File: config.mk
export PLATFORM = sky130hd
export DESIGN_NAME = journal_transaction_tracker
export DESIGN_NICKNAME = d
export VERILOG_FILES = /design/src/rtl/core/jtt_pkg.sv /design/src/rtl/core/jtt_log_ram.sv /design/src/rtl/core/journal_transaction_tracker.sv
export SDC_FILE = /design/constraint.sdc
export NUM_CORES = 1
export LEC_CHECK = 0
export BUFFER_PORTS_ARGS = -buffer_cell sky130_fd_sc_hd__buf_4
export CAP_MARGIN = 20
export CORE_MARGIN = 2
export CORE_UTILIZATION = 58
export CTS_BUF_LIST = sky130_fd_sc_hd__clkbuf_16
export CTS_CLUSTER_DIAMETER = 100
export DETAILED_ROUTE_END_ITERATION = 10
export PLACE_DENSITY = 0.87
export SYNTH_ARGS = -nofsm -noshare
export SYNTH_HDL_FRONTEND = slang
export SYNTH_HIERARCHICAL = 1
export SYNTH_SLANG_ARGS = --single-unit
export TNS_END_PERCENT = 10
File: constraint.sdc
create_clock -name clk -period 9.35 [get_ports clk]
set_input_delay 0.4675 -clock clk [delete_from_list [all_inputs] [get_ports clk]]
set_output_delay 0.4675 -clock clk [all_outputs]
set_load 0.01 [all_outputs]
File: src/rtl/core/jtt_pkg.sv
// Shared types and constants for the journal transaction tracker.
// No dependencies; used by jtt_log_ram and journal_transaction_tracker.
package jtt_pkg;

  localparam int LOG_ENTRIES_DEF          = 32;
  localparam int BLOCKS_PER_OPERATION_DEF = 8;

  localparam int CNT_W   = 6;   // open operation count and entries used
  localparam int CFG_W   = 13;  // log area size register
  localparam int BLK_W   = 32;  // disk block number
  localparam int CMD_W   = 2;
  localparam int NEED_W  = 13;  // worst-case entry demand of a begin

  localparam logic [CNT_W-1:0] COUNT_MAX       = 6'd63;
  localparam logic [CFG_W-1:0] LOG_AREA_RESET  = 13'd33;

  localparam logic [CMD_W-1:0] CMD_BEGIN = 2'd0;
  localparam logic [CMD_W-1:0] CMD_END   = 2'd1;
  localparam logic [CMD_W-1:0] CMD_WRITE = 2'd2;

  typedef enum logic [2:0] {
    ST_GRANTED  = 3'd0,
    ST_REFUSED  = 3'd1,
    ST_ENDED    = 3'd2,
    ST_COMMIT   = 3'd3,
    ST_ABSORBED = 3'd4,
    ST_APPENDED = 3'd5,
    ST_FULL     = 3'd6,
    ST_NO_OPEN  = 3'd7
  } status_t;

  typedef enum logic [1:0] {
    S_IDLE,
    S_SCAN,
    S_COMMIT
  } state_t;

endpackage

File: src/rtl/core/jtt_log_ram.sv
// Table of logged block numbers: one write port, one read port, registered read.
// Depends on jtt_pkg for the block number width.
module jtt_log_ram #(
  parameter int DEPTH = jtt_pkg::LOG_ENTRIES_DEF,
  localparam int ADDR_W = (DEPTH > 1) ? $clog2(DEPTH) : 1
) (
  input  logic                      clk,
  input  logic                      wr_en,
  input  logic [ADDR_W-1:0]         wr_addr,
  input  logic [jtt_pkg::BLK_W-1:0] wr_data,
  input  logic [ADDR_W-1:0]         rd_addr,
  output logic [jtt_pkg::BLK_W-1:0] rd_data
);

  logic [jtt_pkg::BLK_W-1:0] mem [DEPTH];

  always_ff @(posedge clk) begin
    if (wr_en) begin
      mem[wr_addr] <= wr_data;
    end
  end

  always_ff @(posedge clk) begin
    rd_data <= mem[rd_addr];
  end

endmodule

File: src/rtl/core/journal_transaction_tracker.sv
// Top level of the group-commit log tracker: sequencer, counters, result register.
// Depends on jtt_pkg and jtt_log_ram.
//
//  channel   handshake                 payload
//  --------  ------------------------  -----------------------------------
//  command   start && !busy            cmd, block_number
//  result    done (one cycle, no hold) status, block_number_out, last
//  config    cfg_valid && cfg_ready    cfg_data (log_area_blocks)
//
// Begin, end without commit, refused or flagged writes and a write into an empty
// table are handled in idle: busy stays low and the result shows in the next cycle.
// A write into a non-empty table walks the table on the RAM read port, one entry a
// cycle, up to entries_used entries. A commit emits entries_used entries, one a
// cycle, with busy high until the last is issued. No clearing pass after reset:
// only entries below entries_used are read. Results cannot stall; cfg_ready is 1.
module journal_transaction_tracker #(
  parameter int LOG_ENTRIES          = jtt_pkg::LOG_ENTRIES_DEF,
  parameter int BLOCKS_PER_OPERATION = jtt_pkg::BLOCKS_PER_OPERATION_DEF
) (
  input  logic                        clk,
  input  logic                        rst,
  input  logic                        start,
  output logic                        busy,
  input  logic [jtt_pkg::CMD_W-1:0]   cmd,
  input  logic [jtt_pkg::BLK_W-1:0]   block_number,
  output logic                        done,
  output logic [2:0]                  status,
  output logic [jtt_pkg::BLK_W-1:0]   block_number_out,
  output logic                        last,
  input  logic                        cfg_valid,
  output logic                        cfg_ready,
  input  logic [jtt_pkg::CFG_W-1:0]   cfg_data
);

  localparam int IDX_W = (LOG_ENTRIES > 1) ? $clog2(LOG_ENTRIES) : 1;
  localparam int CW    = jtt_pkg::CNT_W;

  jtt_pkg::state_t             state, state_next;
  logic [CW-1:0]               open_ops, open_ops_next;
  logic [CW-1:0]               entries, entries_next;
  logic [IDX_W-1:0]            idx, idx_next;
  logic [jtt_pkg::BLK_W-1:0]   key;
  logic [jtt_pkg::CFG_W-1:0]   log_area;

  logic                        done_next;
  jtt_pkg::status_t            status_reg, status_next;
  logic [jtt_pkg::BLK_W-1:0]   block_number_out_next;
  logic                        last_next;

  logic                        wr_en;
  logic [IDX_W-1:0]            wr_addr;
  logic [jtt_pkg::BLK_W-1:0]   wr_data;
  logic [IDX_W-1:0]            rd_addr;
  logic [jtt_pkg::BLK_W-1:0]   rd_data;

  logic                        accept;
  logic [IDX_W:0]              idx_inc;
  logic                        idx_last;
  logic [jtt_pkg::NEED_W-1:0]  need;
  logic [jtt_pkg::CFG_W-1:0]   limit;
  logic                        full;

  jtt_log_ram #(
    .DEPTH (LOG_ENTRIES)
  ) u_log_ram (
    .clk     (clk),
    .wr_en   (wr_en),
    .wr_addr (wr_addr),
    .wr_data (wr_data),
    .rd_addr (rd_addr),
    .rd_data (rd_data)
  );

  assign busy      = (state != jtt_pkg::S_IDLE);
  assign accept    = start && !busy;
  assign cfg_ready = 1'b1;
  assign status    = status_reg;

  assign idx_inc  = {1'b0, idx} + 1'b1;
  assign idx_last = ((CW+1)'(idx_inc) == (CW+1)'(entries));

  assign need = jtt_pkg::NEED_W'(entries)
              + (jtt_pkg::NEED_W'(open_ops) + 1'b1)
                * jtt_pkg::NEED_W'(BLOCKS_PER_OPERATION);

  assign limit = (log_area == '0) ? '0 : log_area - 1'b1;
  assign full  = ((CW+1)'(entries) >= (CW+1)'(LOG_ENTRIES))
              || (jtt_pkg::CFG_W'(entries) >= limit)
              || (entries == jtt_pkg::COUNT_MAX);

  always_comb begin
    state_next            = state;
    open_ops_next         = open_ops;
    entries_next          = entries;
    idx_next              = idx;
    done_next             = 1'b0;
    status_next           = jtt_pkg::ST_GRANTED;
    block_number_out_next = '0;
    last_next             = 1'b1;
    wr_en                 = 1'b0;
    wr_addr               = entries[IDX_W-1:0];
    wr_data               = key;
    rd_addr               = '0;

    unique case (state)
      jtt_pkg::S_IDLE: begin
        if (accept) begin
          idx_next = '0;
          unique case (cmd)
            jtt_pkg::CMD_BEGIN: begin
              done_next = 1'b1;
              if (open_ops == jtt_pkg::COUNT_MAX
                  || need > jtt_pkg::NEED_W'(LOG_ENTRIES)) begin
                status_next = jtt_pkg::ST_REFUSED;
              end else begin
                open_ops_next = open_ops + 1'b1;
                status_next   = jtt_pkg::ST_GRANTED;
              end
            end
            jtt_pkg::CMD_END: begin
              if (open_ops == '0) begin
                done_next   = 1'b1;
                status_next = jtt_pkg::ST_NO_OPEN;
              end else begin
                open_ops_next = open_ops - 1'b1;
                if (open_ops != CW'(1) || entries == '0) begin
                  done_next   = 1'b1;
                  status_next = jtt_pkg::ST_ENDED;
                end else begin
                  // entry 0 is read now and streamed out by S_COMMIT
                  state_next = jtt_pkg::S_COMMIT;
                end
              end
            end
            jtt_pkg::CMD_WRITE: begin
              if (full) begin
                done_next   = 1'b1;
                status_next = jtt_pkg::ST_FULL;
              end else if (open_ops == '0) begin
                done_next   = 1'b1;
                status_next = jtt_pkg::ST_NO_OPEN;
              end else if (entries == '0) begin
                wr_en        = 1'b1;
                wr_data      = block_number;
                entries_next = entries + 1'b1;
                done_next    = 1'b1;
                status_next  = jtt_pkg::ST_APPENDED;
              end else begin
                state_next = jtt_pkg::S_SCAN;
              end
            end
            default: begin
            end
          endcase
        end
      end
      jtt_pkg::S_SCAN: begin
        if (rd_data == key) begin
          done_next   = 1'b1;
          status_next = jtt_pkg::ST_ABSORBED;
          state_next  = jtt_pkg::S_IDLE;
        end else if (idx_last) begin
          // no match anywhere: append at the end of the table
          wr_en        = 1'b1;
          entries_next = entries + 1'b1;
          done_next    = 1'b1;
          status_next  = jtt_pkg::ST_APPENDED;
          state_next   = jtt_pkg::S_IDLE;
        end else begin
          idx_next = idx_inc[IDX_W-1:0];
          rd_addr  = idx_inc[IDX_W-1:0];
        end
      end
      jtt_pkg::S_COMMIT: begin
        done_next             = 1'b1;
        status_next           = jtt_pkg::ST_COMMIT;
        block_number_out_next = rd_data;
        last_next             = idx_last;
        if (idx_last) begin
          entries_next = '0;
          state_next   = jtt_pkg::S_IDLE;
        end else begin
          idx_next = idx_inc[IDX_W-1:0];
          rd_addr  = idx_inc[IDX_W-1:0];
        end
      end
      default: begin
        state_next = jtt_pkg::S_IDLE;
      end
    endcase
  end

  always_ff @(posedge clk) begin
    if (rst) begin
      state    <= jtt_pkg::S_IDLE;
      open_ops <= '0;
      entries  <= '0;
      log_area <= jtt_pkg::LOG_AREA_RESET;
      done     <= 1'b0;
    end else begin
      state    <= state_next;
      open_ops <= open_ops_next;
      entries  <= entries_next;
      done     <= done_next;
      if (cfg_valid && cfg_ready) begin
        log_area <= cfg_data;
      end
    end
  end

  always_ff @(posedge clk) begin
    idx              <= idx_next;
    status_reg       <= status_next;
    block_number_out <= block_number_out_next;
    last             <= last_next;
    if (accept) begin
      key <= block_number;
    end
  end

`ifndef SYNTH
  // a result only follows an accepted command or a cycle of table work
  a_done_cause: assert property (@(posedge clk) disable iff (rst)
    done |-> ($past(start && !busy) || $past(busy)))
    else $error("result without a command in progress");

  // results that are not final come only from a commit still in progress
  a_not_last_busy: assert property (@(posedge clk) disable iff (rst)
    (done && !last) |-> (busy && status == jtt_pkg::ST_COMMIT))
    else $error("non-final result outside a commit");

  // busy rises only on an accepted command
  a_busy_rise: assert property (@(posedge clk) disable iff (rst)
    $rose(busy) |-> $past(start))
    else $error("busy rose without a command");
`endif

endmodule
# After elaboration in Yosys (flattened, before gate mapping)
# Memory sizes are Yosys's and may differ from the RTL's. A register that Yosys moved wholly into a read port is not among the register bits.
# Cells that the tools add are included.
# classes
n_addsub,7
magnitude_cmp,3
muxes,65
n_shift,0
bitwise_logic,0
eq_ne,25
div_mod_pow,0
reduce_logical,18
multipliers,0
# ops
cell,n
$mux 32,6
$mux 6,10
$eq 32x32->1,1
$mux 5,5
$mux 3,7
$mux 2,9
$ne 2x2->1 const B,9
$pmux 3 s3,2
$pmux 6 s3,1
$mux 1,16
$ne 3x3->1 const B,5
$pmux 5 s3,1
$ge 6x13->1,1
$logic_not 13->1,1
$mux 13,1
$sub 13x1->13 const B,1
$add 6x1->6 const B,2
$eq 6x6->1 const B,2
$logic_not 6->1,2
$pmux 6 s2,1
$add 6x10->11,1
$gt 11x6->1 const B,1
$pmux 5 s2,1
$reduce_and 9->1,1
other kinds (23),31
# totals
mem_bits_ro,0
ramBits,1024
latch_bits,0
word_cells,129
memories,1
output_inout_bits,39
input_bits,51
regBits,101
# memory_table
memory,words,width,rd,rd_clocked_by_memory_dff,wr,line,source
u_log_ram.mem,32,32,1,1,1,jtt_log_ram.sv:15,logic [jtt_pkg::BLK_W-1:0] mem [DEPTH];

# Logic depth before layout (Yosys ltp)
# Gate-level depths: netlist of the first run.
# depth
ltp_word,11
depth_mapped,17
depth_no_buf,14

# By module
# The synthesis of the first run kept the hierarchy.
# by_module_without_submodules
mod,cells_each,area_per_inst_um2,n_inst,seq_area_each_um2
jtt_log_ram,2260,40492.6,1,31390.1
journal_transaction_tracker,492,5162.5,1,2392.3

# Worst setup path before layout of the first run
# No wires, ideal clock.
# synth_path
path_kind,reg-to-reg
startpoint,register log_area[9] in the netlist's numbering
endpoint,"memory u_log_ram/mem[20][0] in the netlist's numbering, enable pin"
n_path_buf,3
stages_incl_launch_ff,17
arrival_time_ns,4.895
t_required_ns,8.929
setup_time_ns,0.421
setup_slack_ns,4.034
period_less_slack_ns,5.316
cell_sequence,dfxtp_1 -> or4_1 -> nor3b_1 -> nand3_1 -> nand2_1 -> ha_1 -> nor3_1 -> o21bai_1 -> a31oi_1 -> o2111ai_1 -> or2_1 -> clkbuf_1 -> buf_2 -> nand2_1 -> or3b_2 -> clkbuf_1 -> nor2_1
# synth_via
elab_chain_cells,11
# synth_rtl
element,line,source
from (decl),journal_transaction_tracker.sv:43,logic [jtt_pkg::CFG_W-1:0] log_area;
from (signal assigned),journal_transaction_tracker.sv:198,log_area <= jtt_pkg::LOG_AREA_RESET;
from (signal assigned),journal_transaction_tracker.sv:206,log_area <= cfg_data;
$sub 13x1->13 or $logic_not 13->1 (tied branches),journal_transaction_tracker.sv:86,assign limit = (log_area == '0) ? '0 : log_area - 1'b1;
$mux 13 *,journal_transaction_tracker.sv:86,
$ge 6x13->1 *,journal_transaction_tracker.sv:88,|| (jtt_pkg::CFG_W'(entries) >= limit)
$logic_or 1x1->1 *,journal_transaction_tracker.sv:88,
$logic_or 1x1->1 *,journal_transaction_tracker.sv:89,|| (entries == jtt_pkg::COUNT_MAX);
$mux 1 *,journal_transaction_tracker.sv:136,if (full) begin
$mux 1 *,journal_transaction_tracker.sv:109,unique case (cmd)
$mux 1 *,journal_transaction_tracker.sv:107,if (accept) begin
$pmux 1 s2 *,journal_transaction_tracker.sv:105,unique case (state)
via wr_en,journal_transaction_tracker.sv:50,logic wr_en;
$mux 1 *,jtt_log_ram.sv:18,if (wr_en) begin
$mux 1 (implied by the code) *,jtt_log_ram.sv:19,mem[wr_addr] <= wr_data;
to (decl),jtt_log_ram.sv:15,
# Mark *: on every way through the listed nets, which the timed path passes. The rest lies on a longest branch.

# Final worst setup path of the first run
# layout_path
startpoint,register log_area[9] in the netlist's numbering
endpoint,"memory u_log_ram/mem[19][4] in the netlist's numbering, enable pin"
# The elaborated chain is that of the path after synthesis.

==> reports/results.ini, run 1 <==
[global_routing]
grt-ovfl-total = 0
grt_max_degree = 129
grt_pass1_vias = 26166
grt_pass1_wl_mm = 172
antenna_found_initial = 4
track_usage_pct = 28.8

[synth]
ys_warn_count = 6
synth-simple-area-share_pct = 4.69
ys_ff_latch = 1157
synth_flop_cell = edfxtp_1
ys_types = 63
synth_compound_area_share_pct = 5.25
synthArstFlopShare_pct = 0
synthesis.area_mm2 = 0.0457
synth_fa_ha_area_share_pct = 0.619
muxShareOfSynthArea_pct = 12.3
netlist_top_cells_area = edfxtp_1 (70%), mux2i_1 (12%), dfxtp_1 (4.2%), a22oi_1 (1.6%), a22o_1 (1.2%)
synth_top_area_cell = edfxtp_1
synth_nets = 2825
synth_top_family_by_area = multiplexers
synth_xor_area_share_pct = 1.07
ys_seq_area_share_pct = 74.0
synth_cells = 2752
avgSynthCellArea_um2 = 16.6
synth_top_area_share_pct = 69.8
synth-edff-count = 1061

[clock_network]
cts_root_buffer = clkbuf_16
tritoncts = yes
cts.sinks = 1157
h-tree-depth = 3
cts_buffers = 106
cts_setup_buffers = 0
insertion_delay_ns = 0.70
cts_buffer_depth = 3
cts_resized = 0
clkTransAtPathRegs_ns = 0.06

[routing]
routed_wl_mm = 121
ant_nets = 0
dr.pass1.iters = 7
vias_per_cell = 6.71
route.vias.total = 26846
drc = 0
wl_per_cell_um = 30.3
initialDrtViolationCount = 4253

[final_layout]
areaGrowthSynthToFinish_pct = 12.5
final_cell_mix = edfxtp_1 (1061), mux2i_1 (527), nand2_1 (116)
fillers = 4644
regMostFlops = u_log_ram/mem
fin_nets = 2949
drive_gt1_share_pct = 12.3
largest_register_ffs = 1024
mostFrequentLayoutCell = edfxtp_1

[sta]
slew-limit-headroom_pct = 16.3
clock_skew_ns = 0.0425
setup_tns_ns = 0
setup_viol = 0
max_slew.worst_pin.slew_ns = 1.25
hold_violations = 0
finalCritPeriodShare_pct = 61.7
drv_slew = 0
fin_crit_ns = 5.77
rsz0062_at_grt = false
max_freq_mhz = 173

[power_and_ir_drop]
combPwrFrac_pct = 3.0
swShare_pct = 20.9
p_switching_mw = 2.14
leakage_nw = 15.9
p_clk_share_pct = 41.0
seqPwrFrac_pct = 56.0
p_int_mw = 8.09
cellPowerDensity_mw_per_mm2 = 199
p_total_mw = 10.2
ir_worst_vdd_mv = 0.162

[floorplanning]
rows = 102
coreArea_mm2 = 0.0777
die_w_um = 285
io_pins = 90
die_area_mm2 = 0.0810
initial_core_util_pct = 58.7
die_h_um = 285

[setup_path]
critPathBufInv = 2
cp_max_fo = 33
cp.arrival_ns = 6.11
cp-start-kind = flop
path_cells = or4_1, nor3b_1, nand3_1, nand2_1, ha_1, o21ai_0, o21bai_1, a31oi_1, o2111ai_1, or2_2, buf_4, nand2_1, nand3_1, nor2_4, buf_4
cpPeakStageDelay_ns = 0.91
cp_top_family = simple AND/OR/NAND/NOR gates
crit_type = flop to flop
worstPathRequired_ns = 9.69
cpMaxStageDelayCell = nor2_4
end_kind = flop

[run]
cap_viol_max_count = 0

[placement]
port_buffers = 88
gp_congestion = 0.897
dp_hpwl_mm = 67.9

[run_status]
status = finished, final reports clean

[min_path]
hold_class = primary input to flop

-- cells in the mapped netlist, drive strengths merged, types with 9 or more instances --
| library cell | count |
|---|---|
| a21oi | 109 |
| a22o | 64 |
| a22oi | 98 |
| a31oi | 39 |
| and2 | 35 |
| buf | 89 |
| clkbuf | 58 |
| dfxtp | 96 |
| edfxtp | 1061 |
| ha | 21 |
| inv | 20 |
| mux2 | 32 |
| mux2i | 527 |
| nand2 | 116 |
| nand2b | 9 |
| nand3 | 112 |
| nand4 | 12 |
| nor2 | 69 |
| nor2b | 10 |
| nor3 | 40 |
| xnor2 | 46 |
| xor2 | 10 |
-- what timing repair did --
item	4_1_cts	5_1_grt
hold buffers	33	0
hold endpoints to repair	33	0
endpoints found under the setup margin	0	0
-- worst reg2reg max path, delay by kind of cell (launching register included) --
family	cells	cell delay, ns
compound gates	4	0.73
simple gates	8	3.48
fa+ha+maj	1	0.24
flops	1	0.31
buf+inv	2	0.70
-- cell type report --
type | count | area [um^2] | area share [%]
clock buffer | 109 | 2730 | 5.31
antenna | 1 | 2.50 | 0.00487
clock inverter | 82 | 604 | 1.18
sequential | 1157 | 33800 | 65.8
inverter | 20 | 77.6 | 0.151
timing repair buffer | 163 | 1650 | 3.21
tap | 1040 | 1300 | 2.53
multi-input combinational | 1428 | 11200 | 21.9
-- power groups by stage --
stage | registers [mW] | logic [mW] | clock network, mW
after floorplan | 5.83 | 0.143 | 0
after global placement | 5.84 | 0.260 | 0
after detailed placement | 5.84 | 0.273 | 0
after CTS | 5.73 | 0.288 | 4.18
after global routing | 5.73 | 0.312 | 4.40
final | 5.73 | 0.303 | 4.20
-- path summary, 6_finish.rpt --
check,from,end,slack [ns],cells past startpoint
worst max-delay path,log_area[9],u_log_ram/mem[19][4],3.58,15
worst max register to register,log_area[9],u_log_ram/mem[19][4],3.58,15
worst min register to register,u_log_ram/rd_data[23],block_number_out[23],0.49,1
worst min-delay path,cfg_data[9],log_area[9],0.04,3
-- logic make-up (layout without fill, tap and decap cells) --
logic type,Yosys count,after routing
other,1,2
xor gates and xnor gates,56,56
muxes,559,559
adders and majority gates,22,22
buffers and inverters,167,374
AOI/OAI and AO/OA,350,350
DFF,1157,1157
and+or+nand+nor,440,440
-- routing by layer --
| layer | share of wire (%) | vias to the layer above | track usage [%] |
|---|---|---|---|
| met4 | 5.5 | 6 | 13.0 |
| li1 | - | 10966 | - |
| met2 | 46 | 2270 | 45.3 |
| met5 | 0.035 | - | 0 |
| met3 | 15 | 438 | 7.78 |
| met1 | 33 | 13166 | 37.9 |
-- per-stage QoR --
step                      area (um^2)  hold slack, ns  setup WS, ns  util [%]  instances
after floorplan                 45700           0.451          4.03         -       2752
after global placement          47300           0.469          3.82      60.8       3757
after detailed placement        47400           0.472          3.73      61.0       3762
after CTS                       51100          0.0182          3.67      65.7       3986
after global routing            51400          0.0695          3.38      66.1       3999
final                           51400          0.0448          3.58      66.1       4000
No activity file was read; power rests on OpenSTA's default activity.
==> run 2: changes to the inputs <==
==> constraint.sdc (replaced) <==
create_clock -name clk -period 5.8 [get_ports clk]
set_input_delay 0.29 -clock clk [delete_from_list [all_inputs] [get_ports clk]]
set_output_delay 0.29 -clock clk [all_outputs]
set_load 0.01 [all_outputs]
==> run 2 against run 1 <==
- sequential power grew 61%
- via count increased by 1.9%
- wire length increased by 2.9%
- clock power is 66% higher
- utilization up 0.86 points
- sequential share of layout area shrank 0.85 points
- fmax rose by 2.2%
- die area unchanged
- total power grew 63%
- worst setup slack worse by 3.4 ns
- register-to-register slack got worse by 3.4 ns
==> reports/results.ini, run 2 (synthesized netlist as in run 1, its figures left out) <==
[placement]
place_ws_ns = 0.441
port_buffers = 88
dp_hpwl_mm = 67.2
gp_congestion = 0.863

[sta]
clock_skew_ns = 0.0537
slew-limit-headroom_pct = 23.4
fin_crit_ns = 5.65
layout_setup_ws_ns = 0.155
finalCritPeriodShare_pct = 97.3
max_slew.worst_pin.slew_ns = 1.15
max_freq_mhz = 177
setup_viol = 0
hold_violations = 0
rsz0062_at_grt = false
setup_tns_ns = 0
drv_slew = 0

[final_layout]
areaGrowthSynthToFinish_pct = 14.0
mostFrequentLayoutCell = edfxtp_1
regMostFlops = u_log_ram/mem
largest_register_ffs = 1024
fin_nets = 3008
final_cell_mix = edfxtp_1 (1061), mux2i_1 (527), buf_4 (132)
drive_gt1_share_pct = 13.3

[clock_network]
cts_root_buffer = clkbuf_16
tritoncts = yes
clkTransAtPathRegs_ns = 0.06
insertion_delay_ns = 0.71
cts_buffers = 108
cts_resized = 0
cts_buffer_depth = 3
h-tree-depth = 3
cts.sinks = 1157

[routing]
drc = 0
ant_nets = 0
routed_wl_mm = 125
route.vias.total = 27358
dr.pass1.iters = 6
initialDrtViolationCount = 4557
wl_per_cell_um = 30.7
vias_per_cell = 6.72

[setup_path]
r2r_end = u_log_ram/mem[21][25]
cp.depth = 14
end_kind = flop
r2r_start = log_area[9]
path_cells = or4_1, nor3b_1, nand3_1, nand2_1, ha_1, nor3_1, o21bai_1, a31oi_1, o2111ai_1, or2_2, nand2_1, nand3b_1, nor2_4, buf_12
r2r_slack_ns = 0.15
cp-start-kind = flop
worstPathRequired_ns = 6.19
cpMaxStageDelayCell = nor2_4
cpPeakStageDelay_ns = 1.06
endpoint = u_log_ram/mem[21][25]
crit_type = flop to flop
critPathBufInv = 1
cp.arrival_ns = 6.03
crit_top_cell = nand2_1
worstSetupStartpoint = log_area[9]
cp_top_family = simple AND/OR/NAND/NOR gates
cp_max_fo = 19
ff2ff_path_depth = 14

[run_status]
status = finished, final reports clean

[floorplanning]
die_h_um = 285
rows = 102
io_pins = 90
coreArea_mm2 = 0.0777
die_area_mm2 = 0.0810
initial_core_util_pct = 58.7
die_w_um = 285

[power_and_ir_drop]
cellPowerDensity_mw_per_mm2 = 320
leakage_nw = 16.3
ir_worst_vdd_mv = 0.232

[min_path]
hold_class = primary input to flop

[global_routing]
track_usage_pct = 30.4
antenna_found_initial = 0
grt_pass1_wl_mm = 181
grt_pass1_vias = 27736
grt_max_degree = 85
grt-ovfl-total = 0

[run]
cap_viol_max_count = 0

==> run 2: cell type report <==
| cell class | count | area [um^2] |
|---|---|---|
| clock buffers | 109 | 2730 |
| repair buffers | 220 | 2180 |
| well taps | 1040 | 1300 |
| diodes | 1 | 2.50 |
| clock inverters | 95 | 734 |
| multi-input cells | 1428 | 11200 |
| fillers | 4532 | 25700 |
| flip-flops and latches | 1157 | 33800 |
| inverters | 20 | 77.6 |
==> run 2: layer usage <==
metal / vias up / track usage [%] / part of all wire [%]
li1: 11084 / - / -
met1: 13258 / 37.3 / 33
met2: 2517 / 48.2 / 47
met3: 499 / 8.55 / 13
met4: 0 / 18.8 / 6.7
met5: - / 0 / 0
==> run 2: worst register-to-register path, stage by stage (launching register included) <==
cell	delay [ns]
dfxtp_1	0.31
or4_1	0.58
nor3b_1	0.33
nand3_1	0.21
nand2_1	0.11
ha_1	0.23
nor3_1	0.17
o21bai_1	0.10
a31oi_1	0.35
o2111ai_1	0.19
or2_2	0.33
nand2_1	0.30
nand3b_1	0.83
nor2_4	1.06
buf_12	0.26
==> run 2: timing repair <==
item,in CTS,in global routing
endpoints found under the hold margin,54,0
hold buffers,57,0
setup buffers,0,0
==> run 2: power breakdown <==
part	leakage [nW]	switching, mW	internal, mW	total [mW]
logic	4.15	0.337	0.137	0.474
registers	10.4	0.0403	9.20	9.24
clock network	1.80	3.13	3.83	6.96
total	16.3	3.51	13.2	16.7
==> run 2: per-stage QoR <==
| step | hold slack [ns] | power [mW] | instances | cell area, um^2 | utilization (%) |
|---|---|---|---|---|---|
| after floorplan | 0.389 | 9.62 | 2752 | 45700 | - |
| after global placement | 0.469 | 9.80 | 3808 | 48000 | 61.8 |
| after detailed placement | 0.480 | 9.83 | 3808 | 48000 | 61.8 |
| after CTS | 0.0151 | 16.6 | 4069 | 52000 | 67.0 |
| after global routing | 0.0590 | 17.0 | 4069 | 52000 | 67.0 |
| final | 0.0391 | 16.7 | 4070 | 52000 | 67.0 |
==> run 2: how the worst min path moves through the flow <==
stage	from	end	slack (ns)	depth (start not counted)
final	cfg_valid	log_area[0]	0.04	3
after CTS	cfg_valid	log_area[0]	0.02	2
after global routing	cfg_valid	log_area[5]	0.06	3
after floorplan	block_number[0]	key[0]	0.39	0
after global placement	u_log_ram/rd_data[30]	block_number_out[30]	0.47	1
after detailed placement	block_number[23]	key[23]	0.48	1
